$ cat src/hw/rtl/assert_macros.svh
// Assertion helper macros for the hash counter RTL.
// Each macro samples on clk and is disabled while rst_n is low.
`ifndef ASSERT_MACROS_SVH
`define ASSERT_MACROS_SVH

// Same-cycle implication
`define ASSERT_SAME(label, ante, cons) \
  label: assert property (@(posedge clk) disable iff (!rst_n) (ante) |-> (cons)) \
    else $error("assertion failed");

// Next-cycle implication
`define ASSERT_NEXT(label, ante, cons) \
  label: assert property (@(posedge clk) disable iff (!rst_n) (ante) |=> (cons)) \
    else $error("assertion failed");

`endif

$ cat src/hw/rtl/lphc_pkg.sv
// Shared types and constants for the linear-probing hash counter.
// No dependencies; used by the controller, datapath and top level.
`timescale 1ns / 1ps

package lphc_pkg;

  // Table size must be a power of two: the home slot is the key's low bits.
  localparam int TABLE_ENTRIES = 4096;
  localparam int SLOT_W        = $clog2(TABLE_ENTRIES);
  localparam int KEY_W         = 32;
  localparam int CNT_W         = 32;
  // Entry layout: {valid, key, count}
  localparam int ENTRY_W       = 1 + KEY_W + CNT_W;

  localparam logic OP_INSERT = 1'b0;
  localparam logic OP_LOOKUP = 1'b1;

  typedef enum logic [1:0] {
    ST_CLEAR,
    ST_IDLE,
    ST_LOOK,
    ST_DONE
  } state_t;

  // controller -> datapath
  typedef struct packed {
    logic clr;    // write an empty entry at the clear pointer
    logic start;  // latch input beat, read home slot
    logic look;   // evaluate read entry, advance probe
    logic emit;   // load result into output register
  } cmd_t;

  // datapath -> controller
  typedef struct packed {
    logic clr_last;
    logic resolved;
    logic out_free;
  } sts_t;

endpackage

$ cat src/hw/rtl/lphc_ctrl.sv
// Sequencer for the hash counter: clear sweep, accept, probe loop, result.
// Depends on lphc_pkg.
`timescale 1ns / 1ps

module lphc_ctrl (
  input  logic            clk,
  input  logic            rst_n,
  input  logic            in_valid,
  output logic            in_stall,
  input  lphc_pkg::sts_t  sts,
  output lphc_pkg::cmd_t  cmd,
  output lphc_pkg::state_t state
);

  lphc_pkg::state_t state_r, state_nxt;

  always_ff @(posedge clk) begin
    if (!rst_n) begin
      state_r <= lphc_pkg::ST_CLEAR;
    end else begin
      state_r <= state_nxt;
    end
  end

  always_comb begin
    state_nxt = state_r;
    cmd       = '0;
    in_stall  = 1'b1;
    case (state_r)
      lphc_pkg::ST_CLEAR: begin
        cmd.clr = 1'b1;
        if (sts.clr_last) begin
          state_nxt = lphc_pkg::ST_IDLE;
        end
      end
      lphc_pkg::ST_IDLE: begin
        in_stall = 1'b0;
        if (in_valid) begin
          cmd.start = 1'b1;
          state_nxt = lphc_pkg::ST_LOOK;
        end
      end
      lphc_pkg::ST_LOOK: begin
        cmd.look = 1'b1;
        if (sts.resolved) begin
          state_nxt = lphc_pkg::ST_DONE;
        end
      end
      lphc_pkg::ST_DONE: begin
        if (sts.out_free) begin
          cmd.emit  = 1'b1;
          state_nxt = lphc_pkg::ST_IDLE;
        end
      end
      default: begin
        state_nxt = lphc_pkg::ST_CLEAR;
      end
    endcase
  end

  assign state = state_r;

endmodule

$ cat config.mk
export PLATFORM = sky130hd
export DESIGN_NAME = lphc_ctrl
export DESIGN_NICKNAME = d
export VERILOG_FILES = /design/src/hw/rtl/assert_macros.svh /design/src/hw/rtl/lphc_pkg.sv /design/src/hw/rtl/lphc_ctrl.sv
export SDC_FILE = /design/constraint.sdc
export NUM_CORES = 1
export LEC_CHECK = 0
export BUFFER_PORTS_ARGS = -buffer_cell sky130_fd_sc_hd__clkbuf_2
export CORE_AREA = 4 4 41 43
export DETAILED_ROUTE_END_ITERATION = 8
export DIE_AREA = 0 0 45 47
export PLACE_DENSITY = 0.45
export SYNTH_ARGS = -nofsm -noshare
export SYNTH_HDL_FRONTEND = slang
export SYNTH_SLANG_ARGS = --single-unit
export TNS_END_PERCENT = 10
$ cat constraint.sdc
create_clock -name clk -period 2.3 [get_ports clk]
set_input_delay 0.46 -clock clk [delete_from_list [all_inputs] [get_ports clk]]
set_output_delay 0.46 -clock clk [all_outputs]
set_load 0.03 [all_outputs]
==> results.json, run 1 <==
{
  "busiest_layer": "met2",
  "clock_skew_ns": 0.004119,
  "fin_hold_ws_ns": 0.5094,
  "grt.total_usage_pct": 5.757,
  "drt-initial-drc-count": 2,
  "die_h_um": 47,
  "p_leak_nw": 0.1537,
  "mostFrequentLayoutCells": "clkbuf_2 (12), nand2_1 (4), ha_1 (4), inv_1 (3), clkbuf_4 (3)",
  "use_met2_pct": 8.192,
  "rows": 13,
  "ir_worst_vdd_v": 0.0003591,
  "cts_made_buffers": 3,
  "synth_warnings": 0,
  "ant_nets": 0,
  "critPathKind": "reg2out",
  "finalPower_mw": 0.3857,
  "outcome": "finished clean",
  "port_buffers": 12,
  "finalWirelength_um": 478,
  "hold_buffers": 0,
  "htree_levels": 1,
  "cp.arrival_ns": 1.20,
  "start_kind": "register",
  "layout.nets": 48,
  "worst_slack_ns": 0.6375,
  "final_common_cell": "clkbuf_2",
  "grt_pass1_wl_um": 807,
  "ios": 13,
  "worst_slew_pin_slew_ns": 0.1781,
  "antenna_found_initial": 0,
  "grtUsageMet3_pct": 3.448,
  "syn_nets": 31,
  "first_pass_iters": 4,
  "ys_seq_area_share_pct": 22.07,
  "drive_above_1_share_pct": 44.44,
  "final.min_clock_period_ns": 1.662,
  "cts.clk_slew.worst_paths_ns": 0.03,
  "core_area_sq_um": 1301,
  "viasPerCell": 3.569,
  "final_cell_area_sq_um": 282.8,
  "initial_core_util_pct": 13.94,
  "syn_inst": 21,
  "fin_util_pct": 21.73,
  "synth_area_sq_um": 181.4,
  "placed_area_sq_um": 260.3,
  "synthSimpleGateAreaFrac_pct": 26.21,
  "overflow": 0,
  "required_ns": 1.84,
  "layout_worst_path_cycle_share_pct": 72.28,
  "rsz0062_at_grt": "false",
  "syn_avg_cell_area_sq_um": 8.639,
  "insertion_delay_ns": 0.23,
  "dieArea_sq_um": 2115,
  "min_path_type": "in2reg",
  "max_cap_violations": 0,
  "synth_mux_area_share_pct": 11.03,
  "hpwlAfterDp_um": 400.9,
  "p_per_area_nw_per_um2": 1364,
  "syn2layout_area_growth_pct": 55.86,
  "synth_xor_area_share_pct": 0,
  "clock_sinks": 2,
  "cp_max_fo": 5,
  "vias": 182,
  "detail_route.wl_per_cell_um": 9.373,
  "final_max_slew_viol_count": 0,
  "grt_start_max_net_pins": 6,
  "end_kind": "primary output",
  "tns_ns": 0,
  "ctsResizeCount": 0,
  "fmax_mhz": 601.5,
  "dpl.cell_count": 48,
  "gp_congestion": 0.6448,
  "hold_viol": 0,
  "tritoncts": "done",
  "place_ws_ns": 0.8731,
  "synth_top_family_by_area": "adder cells",
  "synthAdderAreaFrac_pct": 27.59,
  "route.detailed.drc": 0,
  "antenna_cells": 0,
  "clockRootBuffer": "clkbuf_4",
  "grt_use_met1_pct": 5.882,
  "synth.distinct_cells": 9,
  "synth-seq-cells": 2,
  "largest_reg_flops": 2,
  "cts_setup_buffers": 0,
  "synth-compound-area-share_pct": 6.897,
  "finalSetupViolations": 0,
  "final_cells": 51,
  "clockBufferDepth": 2,
  "chipWidth_um": 45,
  "grt_pass1_vias": 203,
  "slew_headroom_pct": 88.11
}
[critical path: stages (launching register included)]
cell and delay [ns]:
dfxtp_1 0.39, inv_1 0.09, ha_1 0.19, inv_1 0.10, clkbuf_2 0.21
[routing by layer]
metal	wire [um]	share of wire (%)	up-vias
met1	209	44	77
met3	45	9.4	0
met4	0	0	0
met2	223	47	8
li1	-	-	97
met5	0	0	-
[cell families after synthesis]
kind of cell,count (synthesis)
buffers and inverters,3
AO/OA/AOI/OAI,1
AND/OR/NAND/NOR,9
multiplexers,2
adder cells (fa/ha/maj),4
flip-flops,2
[report_power, final]
part	switching, mW	internal, mW	leakage, nW
registers	0.0189	0.0495	0.0166
logic	0.159	0.0792	0.123
clock network	0.0217	0.0577	0.0138
[worst paths after layout]
check | startpoint | to | slack [ns] | cells past startpoint
worst max register to register | state[1] | state[0] | 1.01 | 5
worst min register to register | state[1] | state[1] | 0.52 | 2
worst min-delay path | rst_n | state[1] | 0.51 | 3
worst max-delay path | state[1] | in_stall | 0.64 | 4
[final cells by class]
type	count	area [sq um]
fillers	153	1018
multi-input cells	16	130.1
repair buffers	12	60.06
flip-flops and latches	2	40.04
clock buffers	3	22.52
well taps	15	18.77
inverters	3	11.26
[synthesized netlist by cell type]
| cell | n | area (sq um) |
|---|---|---|
| dfxtp_1 | 2 | 40.04 |
| nand2_1 | 4 | 15.01 |
| or2b_1 | 1 | 7.510 |
| ha_1 | 4 | 50.05 |
| o2111a_2 | 1 | 12.51 |
| and2_1 | 2 | 12.51 |
| nand2b_1 | 2 | 12.51 |
| mux2i_1 | 2 | 20.02 |
| inv_1 | 3 | 11.26 |
(Power assumes the default switching activity.)
==> inputs of run 2 (changes only) <==
--- a/config.mk
+++ b/config.mk
@@ -9,7 +9,7 @@
 export CORE_AREA = 4 4 41 43
 export DETAILED_ROUTE_END_ITERATION = 8
 export DIE_AREA = 0 0 45 47
-export PLACE_DENSITY = 0.45
+export PLACE_DENSITY = 0.46
 export SYNTH_ARGS = -nofsm -noshare
 export SYNTH_HDL_FRONTEND = slang
 export SYNTH_SLANG_ARGS = --single-unit
==> constraint.sdc (replaced) <==
create_clock -name clk -period 1.4 [get_ports clk]
set_input_delay 0.28 -clock clk [delete_from_list [all_inputs] [get_ports clk]]
set_output_delay 0.28 -clock clk [all_outputs]
set_load 0.03 [all_outputs]
==> run 2 against run 1 <==
Against the previous run:
- via count grew 0.55%
- critical path depth is the same
- largest cell class unchanged
- final area grew 8.4%
==> results.json, run 2 (synthesis results as in run 1) <==
{
  "path_cells": "inv_2 -> ha_2 -> and2_1 -> clkbuf_8",
  "p_per_area_nw_per_um2": 2175,
  "core_area_sq_um": 1301,
  "grt_pass1_wl_um": 807,
  "p_int_mw": 0.3359,
  "required_ns": 1.12,
  "cts_setup_buffers": 0,
  "final_max_slew_viol_count": 0,
  "clock_sinks": 2,
  "netSwitchingFraction_pct": 49.63,
  "ir_worst_vdd_v": 0.0006663,
  "outcome": "finished clean",
  "antenna_found_initial": 0,
  "antenna_cells": 0,
  "hpwlAfterDp_um": 414.1,
  "htree_levels": 1,
  "cp.arrival_ns": 1.08,
  "min_path_type": "in2reg",
  "syn2layout_area_growth_pct": 68.97,
  "grt_pass1_vias": 216,
  "p_leak_nw": 0.1535,
  "gp_congestion": 0.6909,
  "clockBufferDepth": 2,
  "route.detailed.drc": 0,
  "final.min_clock_period_ns": 1.362,
  "slew_headroom_pct": 91.05,
  "finalSetupViolations": 0,
  "detail_route.wl_per_cell_um": 9.373,
  "port_buffers": 12,
  "fmax_mhz": 734.1,
  "clock_skew_ns": 0.0009629,
  "hold_buffers": 0,
  "pwr-share-comb_pct": 62.8,
  "finalWirelength_um": 478,
  "ant_nets": 0,
  "cts.clk_slew.worst_paths_ns": 0.03,
  "vias": 183,
  "tns_ns": 0,
  "rsz0062_at_grt": "true",
  "critPathKind": "reg2out",
  "ios": 13,
  "max_stage_delay_ns": 0.36,
  "largest_reg_flops": 2,
  "insertion_delay_ns": 0.22,
  "grt_start_max_net_pins": 6,
  "layout_worst_path_cycle_share_pct": 97.31,
  "worst_slew_pin_slew_ns": 0.1305,
  "fin_hold_ws_ns": 0.3388,
  "layout.nets": 48,
  "mostFrequentLayoutCells": "clkbuf_2 (10), nand2_1 (4), ha_2 (3), clkbuf_4 (3)",
  "rows": 13,
  "drive_above_1_share_pct": 63.89,
  "overflow": 0,
  "cp_max_fo": 5,
  "die_h_um": 47,
  "tritoncts": "done",
  "cpMaxStageDelayCell": "dfxtp_4",
  "clockRootBuffer": "clkbuf_4",
  "power_frac_seq_pct": 18.5,
  "final_common_cell": "clkbuf_2",
  "dieArea_sq_um": 2115,
  "max_cap_violations": 0,
  "end_kind": "primary output",
  "first_pass_iters": 2,
  "grt.total_usage_pct": 5.827,
  "p_sw_mw": 0.3310,
  "drt-initial-drc-count": 1,
  "cts_made_buffers": 3,
  "hold_viol": 0,
  "viasPerCell": 3.588,
  "initial_core_util_pct": 13.94,
  "clkPwrFrac_pct": 18.7,
  "chipWidth_um": 45,
  "start_kind": "register"
}
-- run 2: per-layer routing --
metal  routed length (um)  share of wire [%]  GRT usage [%]
met5                    0                  0              0
met1                  211                 44          5.856
met3                   77                 16          1.533
met4                    0                  0          8.772
met2                  190                 40          8.192
-- run 2: path summary, 6_finish.rpt --
check             startpoint  endpoint  slack [ns]  cells after the start
hold / removal         rst_n  state[0]        0.34                      3
setup / recovery    state[1]    cmd[2]        0.04                      4
hold reg to reg     state[0]  state[0]        0.50                      2
setup reg to reg    state[0]  state[1]        0.21                      5
-- run 2: area by class of cell --
| type | instances | area, sq um |
|---|---|---|
| Clock buffer | 3 | 22.52 |
| Timing Repair Buffer | 12 | 71.32 |
| Inverter | 3 | 11.26 |
| Multi-Input combinational cell | 16 | 137.6 |
| Sequential cell | 2 | 45.04 |
| Fill cell | 152 | 994.7 |
| Tap cell | 15 | 18.77 |
-- run 2: critical path, delay by kind of cell (launching register included) --
| family | cells | cell delay (ns) |
|---|---|---|
| flops | 1 | 0.36 |
| buf+inv | 2 | 0.19 |
| fa+ha+maj | 1 | 0.17 |
| simple gates | 1 | 0.14 |
-- run 2: per-stage QoR --
stage | std cells | instance area [sq um] | setup slack, ns | util [%] | total power [mW]
after floorplan | 21 | 188.9 | 0.05326 | - | 0.4312
after global placement | 48 | 267.8 | 0.1971 | 20.58 | 0.5296
after detailed placement | 48 | 267.8 | 0.1732 | 20.58 | 0.5330
after CTS | 51 | 304.0 | 0.01601 | 23.37 | 0.6878
after global routing | 51 | 306.5 | -0.0007215 | 23.56 | 0.7297
final | 51 | 306.5 | 0.03772 | 23.56 | 0.6668
-- run 2: what timing repair did --
item                                    4_1_cts  5_1_grt
pin swaps                                     0        0
resized for setup                             5        3
endpoints found under the setup margin        2        2
-- run 2: power by group through the flow --
stage	registers [mW]	logic (mW)	clock network (mW)
finish	0.124	0.419	0.125
global route	0.129	0.463	0.138
CTS	0.126	0.426	0.135
detailed placement	0.121	0.412	0
global placement	0.118	0.411	0
floorplan	0.158	0.273	0
